===== src/design/lbm_cmd_queue.sv =====
`timescale 1ns / 1ps
// Short command queue between the front end and the back end.
// Generic register FIFO; depends on nothing.

module lbm_cmd_queue #(
  parameter int DATA_W = 8,
  parameter int DEPTH  = 4
) (
  input  logic              clk_i,
  input  logic              rst_ni,
  input  logic              push_i,
  input  logic [DATA_W-1:0] data_i,
  output logic              full_o,
  input  logic              pop_i,
  output logic              valid_o,
  output logic [DATA_W-1:0] data_o
);

  localparam int PTR_W = $clog2(DEPTH);
  localparam int CNT_W = $clog2(DEPTH + 1);

  logic [DATA_W-1:0] slot_q [DEPTH];
  logic [PTR_W-1:0]  wr_ptr_q, wr_ptr_d, rd_ptr_q, rd_ptr_d;
  logic [CNT_W-1:0]  count_q, count_d;
  logic              do_push, do_pop;

  assign full_o  = (count_q == CNT_W'(DEPTH));
  assign valid_o = (count_q != '0);
  assign data_o  = slot_q[rd_ptr_q];
  assign do_push = push_i && !full_o;
  assign do_pop  = pop_i && valid_o;

  always_comb begin
    wr_ptr_d = wr_ptr_q;
    rd_ptr_d = rd_ptr_q;
    count_d  = count_q;
    if (do_push) begin
      wr_ptr_d = (wr_ptr_q == PTR_W'(DEPTH - 1)) ? '0 : wr_ptr_q + 1'b1;
    end
    if (do_pop) begin
      rd_ptr_d = (rd_ptr_q == PTR_W'(DEPTH - 1)) ? '0 : rd_ptr_q + 1'b1;
    end
    if (do_push && !do_pop) begin
      count_d = count_q + 1'b1;
    end else if (do_pop && !do_push) begin
      count_d = count_q - 1'b1;
    end
  end

  always_ff @(posedge clk_i) begin
    if (do_push) begin
      slot_q[wr_ptr_q] <= data_i;
    end
  end

  always_ff @(posedge clk_i or negedge rst_ni) begin
    if (!rst_ni) begin
      wr_ptr_q <= '0;
      rd_ptr_q <= '0;
      count_q  <= '0;
    end else begin
      wr_ptr_q <= wr_ptr_d;
      rd_ptr_q <= rd_ptr_d;
      count_q  <= count_d;
    end
  end

endmodule


===== config.mk =====
export PLATFORM = sky130hd
export DESIGN_NAME = lbm_cmd_queue
export DESIGN_NICKNAME = d
export VERILOG_FILES = /design/src/design/lbm_cmd_queue.sv
export SDC_FILE = /design/constraint.sdc
export NUM_CORES = 1
export LEC_CHECK = 0
export ABC_AREA = 1
export BUFFER_PORTS_ARGS = -buffer_cell sky130_fd_sc_hd__buf_2
export CAP_MARGIN = 20
export CORE_ASPECT_RATIO = 0.8
export CORE_MARGIN = 2
export CORE_UTILIZATION = 39
export CTS_CLUSTER_SIZE = 16
export DETAILED_ROUTE_END_ITERATION = 16
export MAX_ROUTING_LAYER = met4
export SYNTH_ARGS = -nofsm -noshare
export SYNTH_HDL_FRONTEND = slang
export SYNTH_SLANG_ARGS = --single-unit

===== constraint.sdc =====
create_clock -name clk_i -period 2.2 [get_ports clk_i]
set_input_delay 0.33 -clock clk_i [delete_from_list [all_inputs] [get_ports clk_i]]
set_output_delay 0.33 -clock clk_i [all_outputs]
set_load 0.05 [all_outputs]

After elaboration in Yosys (flattened, before gate mapping). Memories as Yosys holds them, arrays and structs flattened. Cells that the tools add are included.

Register bits: 7. RAM bits: 32. Input bits: 12. Output and inout bits: 10. Word-level logic and storage cells: 26. Memories: 1.

$add $sub $neg: 4. Equality and inequality tests: 3. Mux-type cells: 6. Reduce and logical (&&, ||, !) cells: 9.

Memories: slot_q (words 4, width 8, read ports 1, clocked after Yosys merged registers in 0, write ports 1, RTL line 22) `logic [DATA_W-1:0] slot_q [DEPTH];`.

Operators by type and width (count): $mux W3 (2); $add A2 B1 Y2 const B (2); $eq A2 B2 Y1 const B (2); $logic_and A1 B1 Y1 (4); $mux W2 (2); $add A3 B1 Y3 const B (1); $eq A3 B3 Y1 const B (1); $logic_not A1 Y1 (3); $reduce_bool A3 Y1 (1); $sub A3 B1 Y3 const B (1); $mux W1 (2); $reduce_bool A2 Y1 (1).

Logic depth before layout (Yosys ltp).
Word-level depth: 7. Mapped depth: 12. Depth with buffers taken out: 12.

Worst setup path before layout. No wires, ideal clock.

Path kind: flip-flop to flip-flop. Start point: reg count_q[0]. End point: reg count_q[2]. Setup time: 117 ps. Arrival time: 1779 ps. Required time: 2083 ps. Path slack: 304 ps. Cell stages (with the launch flop): 11. Buffers on the path: 0. Period minus slack after synthesis: 1896 ps. Cell sequence: dfrtp_1 inv_2 nand3_2 nand2_1 ha_1 inv_1 fa_1 nand2_1 nand3_1 nand2_1 nand2_1.

Elaborated cells on any way between the ends: 14. Classes of those cells: 2 x add/sub; 1 x eq/ne; 2 x mux; 9 x reduce/logical.

RTL lines: from (decl) (RTL line 24) `logic [CNT_W-1:0] count_q, count_d;`; from (signal assigned) (RTL line 64) `count_q <= count_d;`; $reduce_bool A3 Y1 (*) (RTL line 28) `assign valid_o = (count_q != '0);`; via valid_o (RTL line 15) `output logic valid_o,`; $logic_and A1 B1 Y1 (*) (RTL line 31) `assign do_pop = pop_i && valid_o;`; $logic_not A1 Y1 (RTL line 43) `if (do_push && !do_pop) begin`; $logic_and A1 B1 Y1 (RTL line 43); $mux W3 / $reduce_bool A2 Y1 (equally long branches).

Mark *: on every way through the listed nets, which the timed path passes. The rest lies on a longest branch. The select of a mux whose other input is x is not followed. A chain may end at the register's enable or synchronous reset.

Final worst setup path.
Start point: reg rd_ptr_q[1]. End point: out data_o[0].

Longest elaborated chain between the ends: 1.

RTL lines: from (decl) (RTL line 23) `logic [PTR_W-1:0] wr_ptr_q, wr_ptr_d, rd_ptr_q, rd_ptr_d;`; from (signal assigned) (RTL line 63) `rd_ptr_q <= rd_ptr_d;`; $mem_v2 Z4 W8; to (decl) (RTL line 16) `output logic [DATA_W-1:0] data_o`.

No other way between the ends.

==> results.py <==
metrics = {
    "hold_path": {
        "hold_path.class": "input pin to flip-flop",
    },
    "floorplan": {
        "placementRows": 21,
        "die_h_um": 64.0,
        "dieArea_um2": 5050,
        "start_util": 0.412,
        "die_x_um": 79.0,
        "core_um2": 4260,
        "pin_count": 22,
    },
    "finish": {
        "area_growth_pct": 15.0,
        "drive_gt1_frac": 0.230,
        "final_cell_mix": "nand2_1 (38), edfxtp_1 (32), inv_1 (26)",
        "final_cell_count_no_fill": 240,
        "fin_util": 0.474,
        "layout.nets": 201,
        "design_area_um2": 2020,
        "n_antenna_cell": 0,
        "final_common_cell": "nand2_1",
    },
    "logic_synthesis": {
        "netlist-cell-type-count": 17,
        "ys_warn_count": 0,
        "syn_area_per_cell_um2": 11.5,
        "syn_area_um2": 1750,
        "ys_seq_area_frac": 0.648,
        "syn-num-nets": 172,
        "netlist_instances": 153,
        "ys_seq_elements": 39,
    },
    "timing": {
        "drv_slew": 0,
        "setup_tns_ns": 0,
        "rsz0062_at_grt": "false",
        "tightest_slew_ns": 0.438,
        "hold_viol": 0,
        "slew_headroom": 0.708,
        "setup_viol": 0,
        "fin_crit_sh": 0.850,
        "post-route-min-period_ns": 1.87,
        "max_freq_ghz": 0.535,
        "fin_skew_ns": 0.00975,
    },
    "critical_path": {
        "cp.required_ns": 1.87,
        "critPathCaptureType": "output pin",
        "start_kind": "flip-flop",
        "arrival_ns": 1.54,
        "worstPathMaxFanout": 11,
        "path_class": "flip-flop to output pin",
    },
    "grt": {
        "antenna_found_initial": 0,
        "grt_pass1_vias": 1016,
        "grt-ovfl-total": 0,
        "grt_pass1_wl_um": 4710,
        "groute.usage.overall": 0.131,
        "grt_max_degree": 36,
    },
    "job": {
        "max_cap_viol_count": 0,
    },
    "power": {
        "peakVddDrop_uv": 573,
        "power_density_nw_per_um2": 1450,
        "leakagePower_nw": 0.887,
    },
    "cts": {
        "cts_tree": "yes",
        "cts_max_path_buffers": 2,
        "cts_buffers": 5,
        "insertion_delay_ns": 0.29,
        "clkSinkCount": 39,
        "h-tree-depth": 2,
        "cts-root-buf": "clkbuf_8",
        "clk_pin_slew_ns": 0.08,
    },
    "drt": {
        "drtPass1Iterations": 4,
        "drtIter0Drc": 63,
        "antenna_left": 0,
        "via_per_inst": 4.50,
        "post-route-drc-count": 0,
        "wl_um": 2900,
        "wire_per_inst_um": 12.1,
        "num_vias": 1079,
    },
    "placed_design": {
        "io_buffers": 21,
        "gp_congestion": 0.760,
        "dp.final_hpwl_um": 1970,
        "dpl-instance-area_um2": 1920,
        "placedCellCount": 231,
    },
    "outcome": {
        "outcome": "finished clean",
    },
}
-- kinds of logic (layout without fill, tap and decap cells) --
group                      Yosys count  count (layout)  share of synthesized area
AOI/OAI and AO/OA                   17              17                     0.0713
adders and majority gates            7               7                     0.0542
and+or+nand+nor                     53              53                      0.127
buffers and inverters               36              66                     0.0949
xor gates and xnor gates             1               1                    0.00499
DFF                                 39              39                      0.648
-- worst max-delay path, cell delays in order (launching register included) --
cell	delay, ns
dfrtp_1	0.55
inv_2	0.24
o211ai_1	0.12
nand2_1	0.09
buf_2	0.26
-- metrics by stage --
step | hold slack [ns] | power (mW) | setup WS (ns)
2_1_floorplan | 0.0344 | 2.22 | 0.304
3_3_place_gp | 0.173 | 2.45 | 0.501
3_5_place_dp | 0.177 | 2.50 | 0.428
4_1_cts | 0.246 | 2.97 | 0.286
5_1_grt | 0.245 | 3.14 | 0.195
6_report | 0.257 | 2.93 | 0.330
-- Yosys cell counts (all sizes together) --
cell	instances	area, µm²
nor2	6	22.5
nand4	1	6.26
buf	5	50.0
nand2	39	149
xnor2	1	8.76
o211ai	16	120
nand3	7	45.0
o21ai	1	5.00
edfxtp	32	961
inv	31	116
fa	1	20.0
dfrtp	7	175
ha	6	75.1
-- layer usage --
layer | GRT usage | wire, µm
met5 | - | 0
met4 | 0.0388 | 27
met3 | 0.0480 | 122
met2 | 0.224 | 1420
met1 | 0.144 | 1330
-- area by class of cell --
| cell class | count | area, µm² |
|---|---|---|
| clock buffer | 5 | 68.8 |
| timing repair buffer | 27 | 153 |
| fill | 405 | 2240 |
| clock inverter | 3 | 20.0 |
| tap | 57 | 71.3 |
| multi-input combinational | 78 | 452 |
| inverter | 31 | 116 |
| sequential | 39 | 1140 |
-- timing repair --
action / CTS / global route
hold buffers: 1 / 0
resized for setup: 0 / 0
setup buffers: 0 / 0
endpoints found under the hold margin: 7 / 0
-- final timing paths --
path / slack [ns] / start / endpoint / depth (start not counted)
setup / recovery: 0.33 / rd_ptr_q[1]$_DFFE_PN0P_ / data_o[0] / 4
hold / removal: 0.26 / data_i[0] / slot_q[0][0]$_DFFE_PP_ / 1
setup reg to reg: 0.43 / count_q[0]$_DFFE_PN0P_ / count_q[1]$_DFFE_PN0P_ / 9
hold reg to reg: 0.54 / wr_ptr_q[1]$_DFFE_PN0P_ / wr_ptr_q[1]$_DFFE_PN0P_ / 2
max in group asynchronous: 1.65 / rst_ni / wr_ptr_q[0]$_DFFE_PN0P_ / 2
min in group asynchronous: 0.40 / rst_ni / count_q[2]$_DFFE_PN0P_ / 2
-- sequential cells by signal, summed over array words and instances (netlist names) --
register / cells
count_q: 3
rd_ptr_q: 2
slot_q: 32
wr_ptr_q: 2
-- report_power, final --
| group | switching [mW] | internal (mW) |
|---|---|---|
| logic | 0.985 | 0.380 |
| clock network | 0.238 | 0.220 |
| registers | 0.113 | 0.991 |
| total | 1.34 | 1.59 |
Note: power is estimated with default switching activity, not from simulation.
