## src/design/lbm_pkg.sv

```systemverilog
`timescale 1ns / 1ps
// Shared types and constants of the label boundary marker.
// Used by every module of the block but the command queue; depends on nothing.

package lbm_pkg;

  // Fixed field widths of the pixel stream and the configuration port, and size limits.
  localparam int IN_LABEL_W   = 16;
  localparam int WIDTH_REG_W  = 11;
  localparam int HEIGHT_REG_W = 13;
  localparam int ROW_W        = 12;
  localparam int MAX_HEIGHT   = 4096;
  localparam int CFG_IDX_W    = 2;
  localparam int CFG_DATA_W   = 13;
  localparam int QUEUE_DEPTH  = 4;

  localparam logic [WIDTH_REG_W-1:0]  RESET_FRAME_WIDTH  = 11'd640;
  localparam logic [HEIGHT_REG_W-1:0] RESET_FRAME_HEIGHT = 13'd480;

  // Register indexes of the configuration port.
  localparam logic [CFG_IDX_W-1:0] REG_FRAME_WIDTH  = 2'd0;
  localparam logic [CFG_IDX_W-1:0] REG_FRAME_HEIGHT = 2'd1;

  // Item codes.
  localparam logic OP_PIXEL = 1'b0;
  localparam logic OP_FLUSH = 1'b1;

  localparam logic [7:0] WHITE = 8'd255;

  typedef struct packed {
    logic                  op;
    logic [IN_LABEL_W-1:0] seg_label;
    logic [7:0]            in_red;
    logic [7:0]            in_green;
    logic [7:0]            in_blue;
  } lbm_in_t;

  typedef struct packed {
    logic [7:0] out_red;
    logic [7:0] out_green;
    logic [7:0] out_blue;
    logic       on_boundary;
    logic       end_of_frame;
  } lbm_out_t;

  typedef struct packed {
    logic [7:0] red;
    logic [7:0] green;
    logic [7:0] blue;
  } lbm_rgb_t;

  // Per-advance control handed from the front end to the back end.
  typedef struct packed {
    logic emit;
    logic clamp_left;
    logic clamp_right;
    logic clamp_top;
    logic clamp_bottom;
    logic last;
  } lbm_ctrl_t;

endpackage

```

## src/design/lbm_front.sv

```systemverilog
`timescale 1ns / 1ps
// Front end: configuration registers, item classification and frame counters.
// Turns accepted words into window advance commands; uses lbm_pkg.

module lbm_front #(
  parameter int MAX_WIDTH = 1024,
  parameter int LAB_W     = 16,
  parameter int AW        = 10
) (
  input  logic                             clk_i,
  input  logic                             rst_ni,
  input  logic                             cfg_valid_i,
  input  logic [lbm_pkg::CFG_IDX_W-1:0]    cfg_index_i,
  input  logic [lbm_pkg::CFG_DATA_W-1:0]   cfg_data_i,
  input  logic                             in_valid_i,
  input  lbm_pkg::lbm_in_t                 in_i,
  output logic                             in_stall_o,
  input  logic                             q_full_i,
  output logic                             q_push_o,
  output lbm_pkg::lbm_ctrl_t               cmd_ctrl_o,
  output logic [LAB_W-1:0]                 cmd_label_o,
  output lbm_pkg::lbm_rgb_t                cmd_rgb_o,
  output logic [AW-1:0]                    cmd_addr_o
);
  import lbm_pkg::*;

  logic [WIDTH_REG_W-1:0]  fw_q, fw_d;
  logic [HEIGHT_REG_W-1:0] fh_q, fh_d;
  logic [AW-1:0]           adv_x_q, adv_x_d;
  logic [ROW_W-1:0]        in_y_q, in_y_d;
  logic                    in_done_q, in_done_d;
  logic [AW-1:0]           out_x_q, out_x_d;
  logic [ROW_W-1:0]        out_y_q, out_y_d;
  logic                    pad_q, pad_d;

  logic [AW-1:0]    w_last;
  logic [ROW_W-1:0] h_last;
  logic             in_acc, pix_acc, fl_acc, restart, pix_emit, fl_emit, cfg_hit;
  logic [AW-1:0]    cur_x, ox, adv_x_next;
  logic [ROW_W-1:0] cur_y, oy;
  logic             out_last;

  // Effective frame size: zero reads as one, large values saturate.
  always_comb begin
    if (fw_q == '0) begin
      w_last = '0;
    end else if (32'(fw_q) > 32'(MAX_WIDTH)) begin
      w_last = AW'(MAX_WIDTH - 1);
    end else begin
      w_last = AW'(fw_q - 11'd1);
    end
    if (fh_q == '0) begin
      h_last = '0;
    end else if (fh_q > HEIGHT_REG_W'(MAX_HEIGHT)) begin
      h_last = ROW_W'(MAX_HEIGHT - 1);
    end else begin
      h_last = ROW_W'(fh_q - 13'd1);
    end
  end

  assign in_stall_o = q_full_i || pad_q;
  assign in_acc     = in_valid_i && !in_stall_o;
  assign pix_acc    = in_acc && (in_i.op == OP_PIXEL);
  assign fl_acc     = in_acc && (in_i.op == OP_FLUSH);
  // A pixel after a fully received frame drops what is pending and starts over.
  assign restart    = pix_acc && in_done_q;

  assign cur_x      = restart ? '0 : adv_x_q;
  assign cur_y      = restart ? '0 : in_y_q;
  assign ox         = restart ? '0 : out_x_q;
  assign oy         = restart ? '0 : out_y_q;
  assign adv_x_next = (cur_x == w_last) ? '0 : cur_x + 1'b1;
  assign out_last   = (ox == w_last) && (oy == h_last);

  // A pixel releases a result once a full row plus one pixel lies behind it.
  assign pix_emit = (cur_y != '0) && ((cur_y != ROW_W'(1)) || (cur_x != '0));
  assign fl_emit  = fl_acc && in_done_q;

  assign q_push_o = pix_acc || fl_emit || (pad_q && !q_full_i);

  always_comb begin
    cmd_ctrl_o.emit         = (pix_acc && pix_emit) || fl_emit;
    cmd_ctrl_o.clamp_left   = (ox == '0);
    cmd_ctrl_o.clamp_right  = (ox == w_last);
    cmd_ctrl_o.clamp_top    = (oy == '0);
    cmd_ctrl_o.clamp_bottom = (oy == h_last);
    cmd_ctrl_o.last         = out_last;
  end

  assign cmd_label_o     = in_i.seg_label[LAB_W-1:0];
  assign cmd_rgb_o.red   = in_i.in_red;
  assign cmd_rgb_o.green = in_i.in_green;
  assign cmd_rgb_o.blue  = in_i.in_blue;
  assign cmd_addr_o      = cur_x;

  always_comb begin
    fw_d      = fw_q;
    fh_d      = fh_q;
    adv_x_d   = adv_x_q;
    in_y_d    = in_y_q;
    in_done_d = in_done_q;
    out_x_d   = out_x_q;
    out_y_d   = out_y_q;
    pad_d     = pad_q;
    cfg_hit   = 1'b0;
    if (cfg_valid_i) begin
      unique case (cfg_index_i)
        REG_FRAME_WIDTH: begin
          fw_d    = cfg_data_i[WIDTH_REG_W-1:0];
          cfg_hit = 1'b1;
        end
        REG_FRAME_HEIGHT: begin
          fh_d    = cfg_data_i[HEIGHT_REG_W-1:0];
          cfg_hit = 1'b1;
        end
        default: cfg_hit = 1'b0;
      endcase
    end
    if (cfg_hit) begin
      adv_x_d   = '0;
      in_y_d    = '0;
      in_done_d = 1'b0;
      out_x_d   = '0;
      out_y_d   = '0;
      pad_d     = 1'b0;
    end else if (pix_acc) begin
      adv_x_d   = adv_x_next;
      in_y_d    = cur_y;
      in_done_d = 1'b0;
      if (cur_x == w_last) begin
        if (cur_y == h_last) begin
          in_done_d = 1'b1;
          in_y_d    = '0;
          // In a one-row frame the first flush is two positions past the
          // last pixel, so one silent advance fills the gap.
          pad_d     = (h_last == '0);
        end else begin
          in_y_d = cur_y + 1'b1;
        end
      end
      out_x_d = ox;
      out_y_d = oy;
      if (pix_emit) begin
        if (ox == w_last) begin
          out_x_d = '0;
          out_y_d = oy + 1'b1;
        end else begin
          out_x_d = ox + 1'b1;
        end
      end
    end else if (fl_emit) begin
      if (out_last) begin
        adv_x_d   = '0;
        in_y_d    = '0;
        in_done_d = 1'b0;
        out_x_d   = '0;
        out_y_d   = '0;
      end else begin
        adv_x_d = adv_x_next;
        if (ox == w_last) begin
          out_x_d = '0;
          out_y_d = oy + 1'b1;
        end else begin
          out_x_d = ox + 1'b1;
        end
      end
    end else if (pad_q && !q_full_i) begin
      adv_x_d = adv_x_next;
      pad_d   = 1'b0;
    end
  end

  always_ff @(posedge clk_i or negedge rst_ni) begin
    if (!rst_ni) begin
      fw_q      <= RESET_FRAME_WIDTH;
      fh_q      <= RESET_FRAME_HEIGHT;
      adv_x_q   <= '0;
      in_y_q    <= '0;
      in_done_q <= 1'b0;
      out_x_q   <= '0;
      out_y_q   <= '0;
      pad_q     <= 1'b0;
    end else begin
      fw_q      <= fw_d;
      fh_q      <= fh_d;
      adv_x_q   <= adv_x_d;
      in_y_q    <= in_y_d;
      in_done_q <= in_done_d;
      out_x_q   <= out_x_d;
      out_y_q   <= out_y_d;
      pad_q     <= pad_d;
    end
  end

endmodule

```

## config.mk

```make
export PLATFORM = sky130hd
export DESIGN_NAME = lbm_front
export DESIGN_NICKNAME = d
export VERILOG_FILES = /design/src/design/lbm_pkg.sv /design/src/design/lbm_front.sv
export SDC_FILE = /design/constraint.sdc
export NUM_CORES = 1
export LEC_CHECK = 0
export ABC_AREA = 1
export BUFFER_PORTS_ARGS = -buffer_cell sky130_fd_sc_hd__buf_2
export CAP_MARGIN = 20
export CORE_ASPECT_RATIO = 2
export CORE_UTILIZATION = 42
export DETAILED_ROUTE_END_ITERATION = 12
export GPL_ROUTABILITY_DRIVEN = 0
export GPL_TIMING_DRIVEN = 1
export SETUP_SLACK_MARGIN = 0.15
export SYNTH_ARGS = -nofsm -noshare
export SYNTH_HDL_FRONTEND = slang
export SYNTH_SLANG_ARGS = --single-unit
```

## constraint.sdc

```tcl
create_clock -name clk_i -period 3.3 [get_ports clk_i]
set_input_delay 0.33 -clock clk_i [delete_from_list [all_inputs] [get_ports clk_i]]
set_output_delay 0.33 -clock clk_i [all_outputs]
set_load 0.02 [all_outputs]
```

-- Word-level counts from Yosys, hierarchy flattened
Index checks and enable logic that the tools add are counted.
- register bits after elaboration: 70
- word-level logic and storage cells: 108
- input port bits: 61
- magnitude comparators: 2
- equality and inequality tests: 9
- bitwise logic cells: 1
- add/sub/neg operators: 6
- multiplexer cells: 47
- reduce and logical (&&, ||, !) cells: 35
- operator list (cell ; number):
    two-way mux 12 bit ; 17
    two-way mux 10 bit ; 16
    adder 12 x 1 -> 12 bit (second input constant) ; 2
    == test 12 bit ; 2
    zero test 12 bit ; 2
    adder 10 x 1 -> 10 bit (second input constant) ; 2
    == test 10 bit ; 2
    two-way mux 1 bit ; 14
    greater-than comparator 13 bit (second input constant) ; 1
    zero test 13 bit ; 1
    inequality test 12 x 1 -> 1 bit (second input constant) ; 1
    nonzero test 12 bit ; 1
    subtractor 12 x 1 -> 12 bit (second input constant) ; 1
    greater-than comparator 11 bit (second input constant) ; 1
    zero test 11 bit ; 1
    zero test 10 bit ; 1
    nonzero test 10 bit ; 1
    subtractor 10 x 1 -> 10 bit (second input constant) ; 1
    logical AND 1 bit ; 9
    nonzero test 3 bit ; 3
    AND reduction 2 bit ; 4
    nonzero test 4 bit ; 2
    inequality test 3 x 1 -> 1 bit (second input constant) ; 2
    logical OR 1 bit ; 5
    other kinds (7) ; 8

-- Depth between registers and ports, before layout
Gate-level depths: netlist (run 1).
- depth after elaboration: 12
- gate-level depth with buffers: 20
- gate-level depth less buffers: 20

-- Worst setup path before layout (run 1)
No wires, ideal clock.
- kind: flip-flop to output port
- start: register pad_q
- end: output port cmd_ctrl_o[5] (netlist bit)
- arrival: 2333 ps
- cell stages (with the launch flop): 16
- path slack: 637 ps
- cell sequence: dfrtp_1 > inv_2 > nand3_4 > nor2_8 > nand2_4 > buf_6 > nand2_1 > inv_1 > ha_1 > nand3_1 > nor2_1 > nand2_1 > nand2_1 > nand2_2 > clkinv_2 > o21ai_0
- RTL lines (element ; RTL line ; text):
    start: declaration ; lbm_front.sv:34 ; logic pad_q, pad_d;
    start signal: assignment ; lbm_front.sv:191 ; pad_q <= pad_d;
    end: declaration ; lbm_front.sv:20 ; output lbm_pkg::lbm_ctrl_t cmd_ctrl_o,

==> flow_metrics.env, run 1 <==
export IMPL_synth_top_cell_by_area="dfrtp_1"
export IMPL_critPathKind="register to output port"
export IMPL_setup_violations=0
export IMPL_slew_headroom=0.3681
export IMPL_drc=0
export IMPL_cts_hold_buf=0
export IMPL_ant_nets=0
export IMPL_clk_pin_slew_ns=0.06
export IMPL_clk_latency_ns=0.35
export IMPL_status="finished, final reports clean"
export IMPL_vdd_drop_max_uv=355.4
export IMPL_syn_area_um2=6596
export IMPL_synthTopCellsByArea="dfrtp_1 (24%), nand2_1 (20%), nand3_1 (9.0%)"
export IMPL_ys_types=41
export IMPL_cts_tree="yes"
export IMPL_vias=6783
export IMPL_hold_viol=0
export IMPL_utilization=0.4774
export IMPL_drive_gt1_frac=0.1568
export IMPL_async_flop_share=1.000
export IMPL_synth_top_cell_area_share=0.2428
export IMPL_drt_vias_per_instance=5.291
export IMPL_rsz0062_at_grt="yes"
export IMPL_max_freq_mhz=334.1
export IMPL_layout_commonest_cell="nand2_1"
export IMPL_crit_path_start_kind="register"
export IMPL_initial_core_util=0.4313
export IMPL_grt_pass1_vias=6639
export IMPL_coreArea_um2=15290
export IMPL_grt_pass1_wl_mm=33.60
export IMPL_synth_edf_count=0
export IMPL_critPathRequiredTime_ns=2.97
export IMPL_post_dp_hpwl_mm=16.62
export IMPL_cts_buffer_depth=2
export IMPL_firstDrtPassIters=6
export IMPL_cellLeakagePower_nw=3.963
export IMPL_path_max_fanout=13
export IMPL_grt_usage=0.2720
export IMPL_grt_max_degree=71
export IMPL_antenna_found_initial=0
export IMPL_finalClockSkew_ns=0.01249
export IMPL_die_h_um=179.2
export IMPL_avgSynthCellArea_um2=6.276
export IMPL_post_route_min_period_ns=2.993
export IMPL_setup_tns_ns=0
export IMPL_synth_ff_type="dfrtp_1"
export IMPL_wire_per_inst_um=16.60
export IMPL_num_antenna_cells=0
export IMPL_finalCritPeriodShare=0.9069
export IMPL_max_slew_worst_pin_slew_ns=0.9479
export IMPL_finalNetCount=1151
export IMPL_syn_to_final_growth_pct=10.70
export IMPL_syn_nets=1123
export IMPL_cts_max_level=3
export IMPL_hold_path_class="input port to async pin"
export IMPL_finalMaxSlewViolations=0
export IMPL_cts_buffers=9
export IMPL_final_cell_mix="nand2_1 (348), nand3_1 (118), inv_1 (113)"
export IMPL_synth_seq_cells=70
export IMPL_drtIter0Drc=383
export IMPL_numPortBuffers=38
export IMPL_root_buffer="clkbuf_16"
export IMPL_wl_mm=21.28
export IMPL_postSynthCellCount=1051
export IMPL_seq_area_frac_synth=0.2667
export IMPL_cts_sink_count=70
export IMPL_yosysWarnings=0
export IMPL_die_area_um2=16240
export IMPL_die_x_um=90.62
export IMPL_end_kind="output port"
export IMPL_top_level_ports=119
export IMPL_max_cap_viol_count=0
export IMPL_grt_overflow=0
export IMPL_power_density_nw_per_um2=418.1
export IMPL_cp_arrival_ns=2.66
export IMPL_rows=64
==> cell families (layout without fill, tap and decap cells) <==
| family | count (synthesis) | after routing | synth area share |
|---|---|---|---|
| AOI/OAI and AO/OA | 83 | 83 | 0.06753 |
| DFF | 70 | 70 | 0.2667 |
| xor gates and xnor gates | 40 | 40 | 0.05425 |
| adders and majority gates | 11 | 11 | 0.02086 |
| and+or+nand+nor | 657 | 657 | 0.4488 |
| buffers and inverters | 190 | 223 | 0.1419 |
==> per-stage QoR <==
step / cell area, um^2 / instances / setup slack [ns] / power (mW) / hold WS [ns]
after floorplan: 6596 / 1051 / 0.6374 / 1.814 / 0.03441
after global placement: 6778 / 1251 / 0.2215 / 2.032 / 0.4647
after detailed placement: 6778 / 1251 / 0.1868 / 2.035 / 0.4675
after CTS: 7138 / 1271 / 0.1501 / 3.032 / 0.1673
after global routing: 7302 / 1282 / 0.1027 / 3.236 / 0.1912
final: 7302 / 1282 / 0.3072 / 3.053 / 0.1103
==> where the power goes <==
part / total (mW) / switching, mW / internal, mW / leakage (nW)
Sequential: 1.03 / 0.0920 / 0.942 / 0.909
Combinational: 1.05 / 0.705 / 0.344 / 2.92
Clock: 0.970 / 0.449 / 0.520 / 0.139
Total: 3.05 / 1.25 / 1.81 / 3.96
==> cell type report <==
cell class	count	area [um^2]
Clock buffer	9	225.2
Clock inverter	7	55.05
Fill cell	1612	7993
Inverter	132	499.2
Multi-Input combinational cell	791	4003
Sequential cell	70	1759
Tap cell	198	247.7
Timing Repair Buffer	75	513.0
==> repair_timing <==
| action | CTS | global route |
|---|---|---|
| resized for setup | 9 | 19 |
| endpoints found under the setup margin | 3 | 23 |
| pin swaps | 2 | 6 |
| gates cloned | 0 | 0 |
| buffers inserted | 4 | 11 |
==> sequential cells by signal (all words and copies together) (netlist names) <==
| signal | flops |
|---|---|
| in_y_q | 12 |
| in_done_q | 1 |
| fh_q | 13 |
| out_y_q | 12 |
| out_x_q | 10 |
| adv_x_q | 10 |
| fw_q | 11 |
| pad_q | 1 |
==> worst paths after layout <==
check	from	end	slack (ns)	depth (start not counted)
min	rst_ni	adv_x_q[7]	0.11	1
max	fw_q[0]	cmd_ctrl_o[0]	0.31	14
min in group clk_i	cfg_data_i[8]	fh_q[8]	0.23	3
max in group asynchronous	rst_ni	fh_q[10]	2.56	1
min reg2reg	out_y_q[7]	out_y_q[7]	0.49	2
max reg2reg	fh_q[0]	adv_x_q[7]	0.38	15
==> synthesized netlist by cell type (18+ instances only) <==
master and number:
nand2_1 353, nand3_1 119, inv_1 115, nor2_1 90, dfrtp_1 64, o21ai_0 45
buf_4 43, xor2_1 37, nand4_1 21, nor3_1 19, a21oi_1 18, nand2_2 18
==> worst max-delay path, stage by stage, from the launching register on <==
cell and delay (ns):
dfrtp_1 0.41, inv_2 0.10, ha_2 0.22, nand2_2 0.10, nor2_4 0.15, nand3_4 0.18, buf_4 0.21, nand2_2 0.09
nand2_1 0.07, nand2_1 0.06, nand2_1 0.09, nor2_4 0.15, nand3_4 0.13, nor3_2 0.20, buf_4 0.16
==> layer usage <==
layer / track usage / share of wire / vias up
li1: - / - / 3369
met1: 0.2561 / 0.35 / 3111
met2: 0.5164 / 0.53 / 208
met3: 0.03223 / 0.036 / 95
met4: 0.2292 / 0.083 / 0
met5: 0 / 0 / -
Note: power is estimated with default switching activity, not from simulation.
==> run 2, diff against run 1 <==
--- a/config.mk
+++ b/config.mk
@@ -8,12 +8,16 @@
 export ABC_AREA = 1
 export BUFFER_PORTS_ARGS = -buffer_cell sky130_fd_sc_hd__buf_2
 export CAP_MARGIN = 20
+export CELL_PAD_IN_SITES_DETAIL_PLACEMENT = 0
+export CELL_PAD_IN_SITES_GLOBAL_PLACEMENT = 1
 export CORE_ASPECT_RATIO = 2
-export CORE_UTILIZATION = 42
+export CORE_UTILIZATION = 40
 export DETAILED_ROUTE_END_ITERATION = 12
 export GPL_ROUTABILITY_DRIVEN = 0
 export GPL_TIMING_DRIVEN = 1
+export PLACE_DENSITY_LB_ADDON = 0.1
 export SETUP_SLACK_MARGIN = 0.15
+export SLEW_MARGIN = 20
 export SYNTH_ARGS = -nofsm -noshare
 export SYNTH_HDL_FRONTEND = slang
 export SYNTH_SLANG_ARGS = --single-unit
==> run 2 against run 1 <==
Power up 9.4%. Routed wire length up 10%. Cell count up 1.6%. Clock power up 23%. Clock skew down 0.0064 ns. Die area up 4.9%. Critical path type unchanged. Highest routed layer unchanged.
==> flow_metrics.env, run 2 (synthesized netlist as in run 1, its figures left out) <==
export IMPL_cellLeakagePower_nw=4.053
export IMPL_drive_gt1_frac=0.1692
export IMPL_antenna_found_initial=0
export IMPL_syn_to_final_growth_pct=13.49
export IMPL_seq_power_share=0.309
export IMPL_top_layer="met4"
export IMPL_crit_family="simple AND/OR/NAND/NOR gates"
export IMPL_numPortBuffers=38
export IMPL_wl_met1_mm=7.904
export IMPL_grt_usage=0.2891
export IMPL_finalMaxSlewViolations=0
export IMPL_ant_nets=0
export IMPL_critPathKind="register to output port"
export IMPL_place_ws_ns=0.2954
export IMPL_p_int_mw=2.081
export IMPL_finalCritPeriodShare=0.9133
export IMPL_wl_mm=23.50
export IMPL_rows=66
export IMPL_path_cells="inv_2, ha_4, nand2_2, nor2_4, nand2_2, nand2_8, nand2_1, nand2_2, nand2_1, nand2_1, nand2_1, nor2_4, nand3_4, nor3_2, buf_4"
export IMPL_holdPathStages=3
export IMPL_largest_reg_flops=13
export IMPL_power_density_nw_per_um2=446.1
export IMPL_critical_path_max_stage_delay_ns=0.40
export IMPL_crit_path_start_kind="register"
export IMPL_cpMaxStageDelayCell="dfrtp_1"
export IMPL_finalNetCount=1166
export IMPL_cp_arrival_ns=2.68
export IMPL_postPlaceCellArea_um2=6885
export IMPL_p_clk_frac=0.357
export IMPL_grt_pass1_wl_mm=36.49
export IMPL_status="finished, final reports clean"
export IMPL_power_frac_comb=0.334
export IMPL_setup_violations=0
export IMPL_reg_top3="fh_q x13, in_y_q x12, out_y_q x12"
export IMPL_initial_core_util=0.4075
export IMPL_num_antenna_cells=0
export IMPL_critPathRequiredTime_ns=2.97
export IMPL_p_switching_mw=1.258
export IMPL_drt_vias_per_instance=5.174
export IMPL_vias=6742
export IMPL_top_register="fh_q"
export IMPL_cts_sink_count=70
export IMPL_wl_met2_mm=13.24
export IMPL_die_h_um=183.6
export IMPL_coreArea_um2=16190
export IMPL_setup_tns_ns=0
export IMPL_r2r_worst_path_cells=19
export IMPL_place_inst=1272
export IMPL_hold_path_class="input port to register"
export IMPL_postLayoutCellArea_um2=7486
export IMPL_root_buffer="clkbuf_16"
export IMPL_stdcell_count=1303
export IMPL_worst_path_most_repeated_cell="nand2_1"
export IMPL_final_cell_mix="nand2_1 (347), nand3_1 (117), inv_1 (114)"
export IMPL_max_cap_viol_count=0
export IMPL_path_buf_inv=2
export IMPL_die_area_um2=17040
export IMPL_finalClockSkew_ns=0.006113
export IMPL_max_slew_worst_pin_slew_ns=0.7544
export IMPL_cts_max_level=3
export IMPL_vdd_drop_max_uv=297.0
export IMPL_wire_per_inst_um=18.03
export IMPL_die_x_um=92.81
export IMPL_cp_depth=15
export IMPL_slew_headroom=0.4932
export IMPL_cts_tree="yes"
export IMPL_p_total_mw=3.339
export IMPL_fin_ws_ns=0.2860
export IMPL_cts_buffers=9
export IMPL_post_dp_hpwl_mm=19.01
export IMPL_clk_pin_slew_ns=0.06
export IMPL_top_level_ports=119
export IMPL_drc=0
export IMPL_hold_viol=0
export IMPL_path_max_fanout=16
export IMPL_grt_overflow=0
export IMPL_end_kind="output port"
export IMPL_max_freq_mhz=331.8
export IMPL_post_route_min_period_ns=3.014
export IMPL_clk_latency_ns=0.35
export IMPL_grt_pass1_vias=6909
export IMPL_dr_wl_met3_um=639
export IMPL_cts_buffer_depth=2
export IMPL_rsz0062_at_grt="yes"
export IMPL_layout_commonest_cell="nand2_1"
export IMPL_firstDrtPassIters=7
export IMPL_drtIter0Drc=330
export IMPL_sw_frac_of_total=0.3768
export IMPL_grt_max_degree=71
## run 2: final cells by class
| cell class | count | area, um^2 |
|---|---|---|
| fill | 1822 | 8700 |
| multi-input combinational | 792 | 4016 |
| sequential | 70 | 1759 |
| timing repair buffer | 89 | 599.3 |
| inverter | 132 | 500.5 |
| tap | 204 | 255.2 |
| clock buffer | 10 | 239.0 |
| clock inverter | 6 | 116.4 |
## run 2: stage by stage
stage               utilization  hold slack [ns]
finish                   0.4625           0.2243
CTS                      0.4486           0.1913
detailed placement       0.4254           0.4665
global placement         0.4254           0.4628
global route             0.4625           0.2373
floorplan                     -          0.03441
## run 2: what timing repair did
action                                  CTS  global route
endpoints found under the setup margin    3            13
gates cloned                              0             1
buffers inserted                          0            12
gates resized for setup                   4            28
pin swaps                                 0            11
hold buffers                              0             1
endpoints found under the hold margin     0            26
## run 2: final timing paths
check	slack (ns)	endpoint	from
hold reg to reg	0.48	in_y_q[9]	in_y_q[9]
min in group asynchronous	0.47	fh_q[12]	rst_ni
setup / recovery	0.29	cmd_ctrl_o[0]	fw_q[0]
max in group asynchronous	2.21	out_x_q[4]	rst_ni
setup reg to reg	0.44	out_y_q[10]	pad_q
hold / removal	0.22	fw_q[9]	cfg_data_i[9]
## run 2: power by group through the flow
stage | clock (mW) | sequential, mW | combinational [mW]
floorplan | 0 | 1.01 | 0.799
global route | 1.24 | 1.05 | 1.25
CTS | 1.21 | 1.03 | 1.06
finish | 1.19 | 1.03 | 1.11
detailed placement | 0 | 1.05 | 1.05
global placement | 0 | 1.05 | 1.06
## run 2: layer usage
layer  vias to the layer above  GRT usage
met4                         0     0.2086
met3                        74    0.02730
li1                       3388          -
met1                      3137     0.2663
met5                         -          0
met2                       143     0.5674
## run 2: worst reg2reg max path: stages, from the launching register on
cell,delay [ns]
dfrtp_1,0.39
inv_2,0.07
nand3_4,0.10
nor2_8,0.05
nand2_4,0.06
buf_6,0.21
nand2_1,0.20
inv_1,0.14
ha_1,0.17
nand2_1,0.07
nor2_1,0.13
inv_1,0.11
nor3_1,0.33
buf_4,0.19
nand2_1,0.06
xor2_1,0.19
nand3b_1,0.13
nand2_1,0.06
nand2_1,0.05
nand2_1,0.04
